[src/hdl/rhd_pkg.sv]
`timescale 1ns / 1ps

package rhd_pkg;

   // Default geometry of the profile
   localparam int NUM_CELLS    = 77;
   localparam int INNER_OFFSET = 100;

   // Field widths
   localparam int TEMP_W     = 32;
   localparam int GAIN_W     = 32;
   localparam int SURF_W     = 31;
   localparam int MODE_W     = 2;
   localparam int CELL_REQ_W = 7;
   localparam int CSR_IDX_W  = 2;

   // Shared multiplier: signed operands, full product
   localparam int MUL_W  = 34;
   localparam int PROD_W = 2 * MUL_W;

   // Operation codes carried in the mode field
   localparam logic [MODE_W-1:0] MODE_LOAD = 2'd0;
   localparam logic [MODE_W-1:0] MODE_STEP = 2'd1;
   localparam logic [MODE_W-1:0] MODE_READ = 2'd2;
   localparam logic [MODE_W-1:0] MODE_NOP  = 2'd3;

   // Register indexes
   localparam logic [CSR_IDX_W-1:0] CSR_DIFFUSION_GAIN   = 2'd0;
   localparam logic [CSR_IDX_W-1:0] CSR_BOUNDARY_GAIN    = 2'd1;
   localparam logic [CSR_IDX_W-1:0] CSR_CORE_CONDUCTANCE = 2'd2;
   localparam logic [CSR_IDX_W-1:0] CSR_SURFACE_TEMP     = 2'd3;

   // Register reset values
   localparam logic [GAIN_W-1:0] DIFFUSION_GAIN_RST   = 32'd27089218;
   localparam logic [GAIN_W-1:0] BOUNDARY_GAIN_RST    = 32'd677230443;
   localparam logic [GAIN_W-1:0] CORE_CONDUCTANCE_RST = 32'd2147484;
   localparam logic [SURF_W-1:0] SURFACE_TEMP_RST     = 31'd73033318;

   // Operand pair handed to the shared multiplier
   typedef struct packed {
      logic signed [MUL_W-1:0] a;
      logic signed [MUL_W-1:0] b;
   } mul_op_type;

endpackage

[src/hdl/rhd_mul.sv]
`timescale 1ns / 1ps

// Shared signed multiplier with a registered product
module rhd_mul import rhd_pkg::*; (
   input  logic                     clock,
   input  mul_op_type               op,
   output logic signed [PROD_W-1:0] prod_ff
);

   always_ff @(posedge clock) begin
      prod_ff <= PROD_W'(signed'(op.a)) * PROD_W'(signed'(op.b));
   end

endmodule

[config.mk]
export PLATFORM = sky130hd
export DESIGN_NAME = rhd_mul
export DESIGN_NICKNAME = d
export VERILOG_FILES = /design/src/hdl/rhd_pkg.sv /design/src/hdl/rhd_mul.sv
export SDC_FILE = /design/constraint.sdc
export NUM_CORES = 2
export LEC_CHECK = 0
export BUFFER_PORTS_ARGS = -buffer_cell sky130_fd_sc_hd__buf_2
export CELL_PAD_IN_SITES_DETAIL_PLACEMENT = 0
export CELL_PAD_IN_SITES_GLOBAL_PLACEMENT = 1
export CORE_ASPECT_RATIO = 0.75
export CORE_MARGIN = 10
export CORE_UTILIZATION = 45
export DETAILED_ROUTE_END_ITERATION = 10
export MAX_ROUTING_LAYER = met4
export PLACE_DENSITY_LB_ADDON = 0.1
export SYNTH_ARGS = -nofsm -noshare
export SYNTH_HDL_FRONTEND = slang
export SYNTH_SLANG_ARGS = --single-unit
[constraint.sdc]
create_clock -name clock -period 10.6 [get_ports clock]
set_input_delay 0.53 -clock clock [delete_from_list [all_inputs] [get_ports clock]]
set_output_delay 0.53 -clock clock [all_outputs]
set_load 0.01 [all_outputs]
# Yosys cells after proc, flatten, opt, wreduce, memory -nomap -nowiden
# Index checks and enable logic that the tools add are counted.
[totals]
output_inout_bits = 68
elab_cells = 2
in_bits = 69
ff_bits = 68
[op_classes]
multipliers = 1
[op_table]
columns = ["op", "count"]
rows = [
  ["34-bit by 34-bit multiplier with 68-bit output", 1],
]

# Longest topological paths before layout
[logic_depth]
word_depth = 1
mapped_depth = 31
ltp_nobuf = 29

# Least setup slack after synthesis
# No wires, ideal clock.
[synth_path]
kind = "in2reg"
startpoint = "input op[67] (netlist bit)"
endpoint = "register prod_ff[65]"
n_path_buf = 2
setup_ps = 72
required_time_ps = 10528
cell_stages = 24
t_arrival_ps = 7948
path_slack_ps = 2580
path_cell_list = "clkbuf_1 nand2_1 inv_1 fa_1 fa_1 fa_1 fa_1 inv_1 fa_1 fa_1 fa_1 fa_1 inv_1 ha_1 clkdlybuf4s50_2 nand3_1 or2_2 nor2_1 a221oi_1 o21ai_0 a31oi_2 nor2_2 o41ai_2 xnor2_1"
[synth_via]
elab_chain_cells = 1
[synth_rtl]
columns = ["item", "line", "source"]
rows = [
  ["from (decl)", "rhd_mul.sv:6", "input mul_op_type op,"],
  ["34-bit by 34-bit multiplier with 68-bit output", "rhd_mul.sv:11", "prod_ff <= PROD_W'(signed'(op.a)) * PROD_W'(signed'(op.b));"],
  ["to (signal assigned)", "rhd_mul.sv:11", ""],
  ["to (decl)", "rhd_mul.sv:7", "output logic signed [PROD_W-1:0] prod_ff"],
]
# No other way between the ends.

# Final worst setup path
[layout_path]
startpoint = "input op[57] (netlist bit)"
endpoint = "register prod_ff[64]"
# The elaborated chain is that of the path after synthesis.

==> impl_results.md <==
- Status: completed
- Async S/R FF share, synth: 0%
- Die X: 377 um
- Antenna Violating Nets Remaining: 0
- Share of cells above drive strength 1: 4.81%
- Cts hold-fix bufs: 0
- Synth unique cells: 69
- Hold depth: 2
- Die Ht: 288 um
- Fmax: 111 MHz
- Nets@finish: 6019
- Endpoints failing hold: 0
- Htree depth: 3
- PostCTS Resize Cnt: 0
- Final setup violation count: 0
- Avg Cell Area, Syn: 9.45 um2
- CTS tree: built
- CP Capture Type: flop
- RSZ-0062 raised after global routing: no
- Worst slew margin: 20.2%
- Slowest stage cell, crit path: o41ai_2
- DRC errors left: 0
- Routed WL: 133 mm
- Top delay family on crit path: adder cells
- Synthesized Nets: 6068
- Largest net degree at the start of global routing: 35
- Post-synth EDFFs: 0
- CTS Sinks: 68
- Part of the Yosys area used for sequential elements: 3.16%
- Max-cap violations: 0
- Num CTS Buffers: 9
- Pins over their slew limit: 0
- Seq cells post-synth: 68
- Placer Congestion: 0.877
- Most frequent cells in the layout: fa_1 (1241), inv_1 (1231), and2_1 (621)
- Crit path DAT: 9.32 ns
- WL/cell: 23.1 um
- WS Path Type: input pin to flop
- First-pass GRT wire length: 210 mm
- Die ar.: 0.109 mm2
- CTS max path bufs: 2
- Setup TNS: 0 ns
- Initial antenna violation count: 11
- Initial Util: 45.3%
- Critical-path maximum fanout: 34
- Core Rows: 98
- WP data required: 10.88 ns
- Clk slew on worst S/H paths: 0.10 ns
- Vias per cell: 5.06
- Worst-margin pin slew: 1.18 ns
- Crit path buffers/inverters: 7
- Initial DRC count: 2094
- Most common cell after layout, fill and taps aside: fa_1
- Worst Setup Start Kind: input pin
- Via Count: 29200
- Post-CTS Setup Repair Bufs: 0
- Clock Tree Root: clkbuf_16
- Cell Area, Synth: 0.0430 mm2
- Hold Crit Class: input pin to flop
- Final cycle utilization of the critical path: 85.2%
- # fillers: 9249
- Synth Flop Type: dfxtp_1
- Crit-path most repeated cell: fa_1
- Largest register by flop count: prod_ff
- Initial DRT Pass Iterations: 5
- Biggest regs: prod_ff x68
- Core box area: 0.0950 mm2
- Area grow syn2layout: 4.45%
- Overflow after GRT: 0
- Vias in the first global route: 32000
- Max incr delay on CP: 1.06 ns
- Min Tclk post-route: 9.04 ns
- Max FFs per register: 68
- WP depth: 27
- Buffers added on ports: 136
- I/O pin count: 137
- Gr usage total: 26.7%
- Cells after synthesis: 4554
- Final HPWL from detailed placement: 108 mm
- Syn. warnings: 0
==> synth_stat cells (4+ instances only) <==
| master | instances | area, um2 |
|---|---|---|
| or2_2 | 4 | 25.0 |
| ha_1 | 204 | 2550 |
| nor2b_1 | 9 | 56.3 |
| fa_1 | 1241 | 24800 |
| and3_1 | 5 | 31.3 |
| a21o_1 | 37 | 278 |
| o21ai_0 | 31 | 155 |
| nand2b_1 | 20 | 125 |
| buf_4 | 4 | 30.0 |
| nor2_1 | 54 | 203 |
| xor2_1 | 23 | 201 |
| clkbuf_1 | 214 | 803 |
| a31oi_1 | 7 | 43.8 |
| o21ai_1 | 7 | 35.0 |
| nand4_1 | 11 | 68.8 |
| o21bai_1 | 12 | 90.1 |
| o21a_1 | 4 | 30.0 |
| a21oi_1 | 61 | 305 |
| inv_1 | 1231 | 4620 |
| and2_1 | 621 | 3880 |
| xnor2_1 | 56 | 490 |
| nand3_1 | 11 | 55.1 |
| nand2_1 | 542 | 2030 |
| nor3_1 | 5 | 25.0 |
| dfxtp_1 | 68 | 1360 |
| a211oi_1 | 6 | 45.0 |
==> cells by family after synthesis <==
| logic type | count (synthesis) | share of synthesized area, % |
|---|---|---|
| buffers and inverters | 1460 | 12.8 |
| adders and majority gates | 1445 | 63.7 |
| and+or+nand+nor | 1296 | 15.4 |
| AOI/OAI and AO/OA | 206 | 3.35 |
| xor gates and xnor gates | 79 | 1.61 |
| DFF | 68 | 3.16 |
==> layout make-up <==
type | count | area, um2 | area share [%]
clock buffers | 9 | 225 | 0.501
multi-input cells | 3026 | 36100 | 80.4
flip-flops and latches | 68 | 1360 | 3.03
clock inverters | 7 | 80.1 | 0.178
diodes | 8 | 20.0 | 0.0445
inverters | 1232 | 4620 | 10.3
well taps | 1250 | 1560 | 3.48
repair buffers | 168 | 921 | 2.05
==> per-layer routing <==
metal  GRT usage, %  vias to the layer above  share of wire [%]
met5              -                        -                  0
met4           2.90                        0               0.86
met3           6.93                       67                 10
met2           34.7                     1016                 39
met1           42.1                    15400                 50
li1               -                    12700                  -
==> path summary, 6_finish.rpt <==
path	start	endpoint	slack, ns
worst max-delay path	op[57]	prod_ff[64]	1.56
worst min-delay path	op[0]	prod_ff[0]	0.77
==> through the flow <==
stage               hold slack (ns)  worst slack [ns]  instances  cell area, um2  utilization [%]
floorplan                     0.657              2.58       4554           43000                -
global placement              0.929              1.43       5744           44600             47.0
detailed placement            0.927              1.47       5744           44600             47.0
CTS                           0.750              1.85       5760           44900             47.3
global route                  0.778              1.31       5765           44900             47.3
finish                        0.766              1.56       5768           44900             47.3
Power is left out: the tool's default activity adds up to more than one toggle a clock period on the data nets, which glitch-free logic cannot reach.
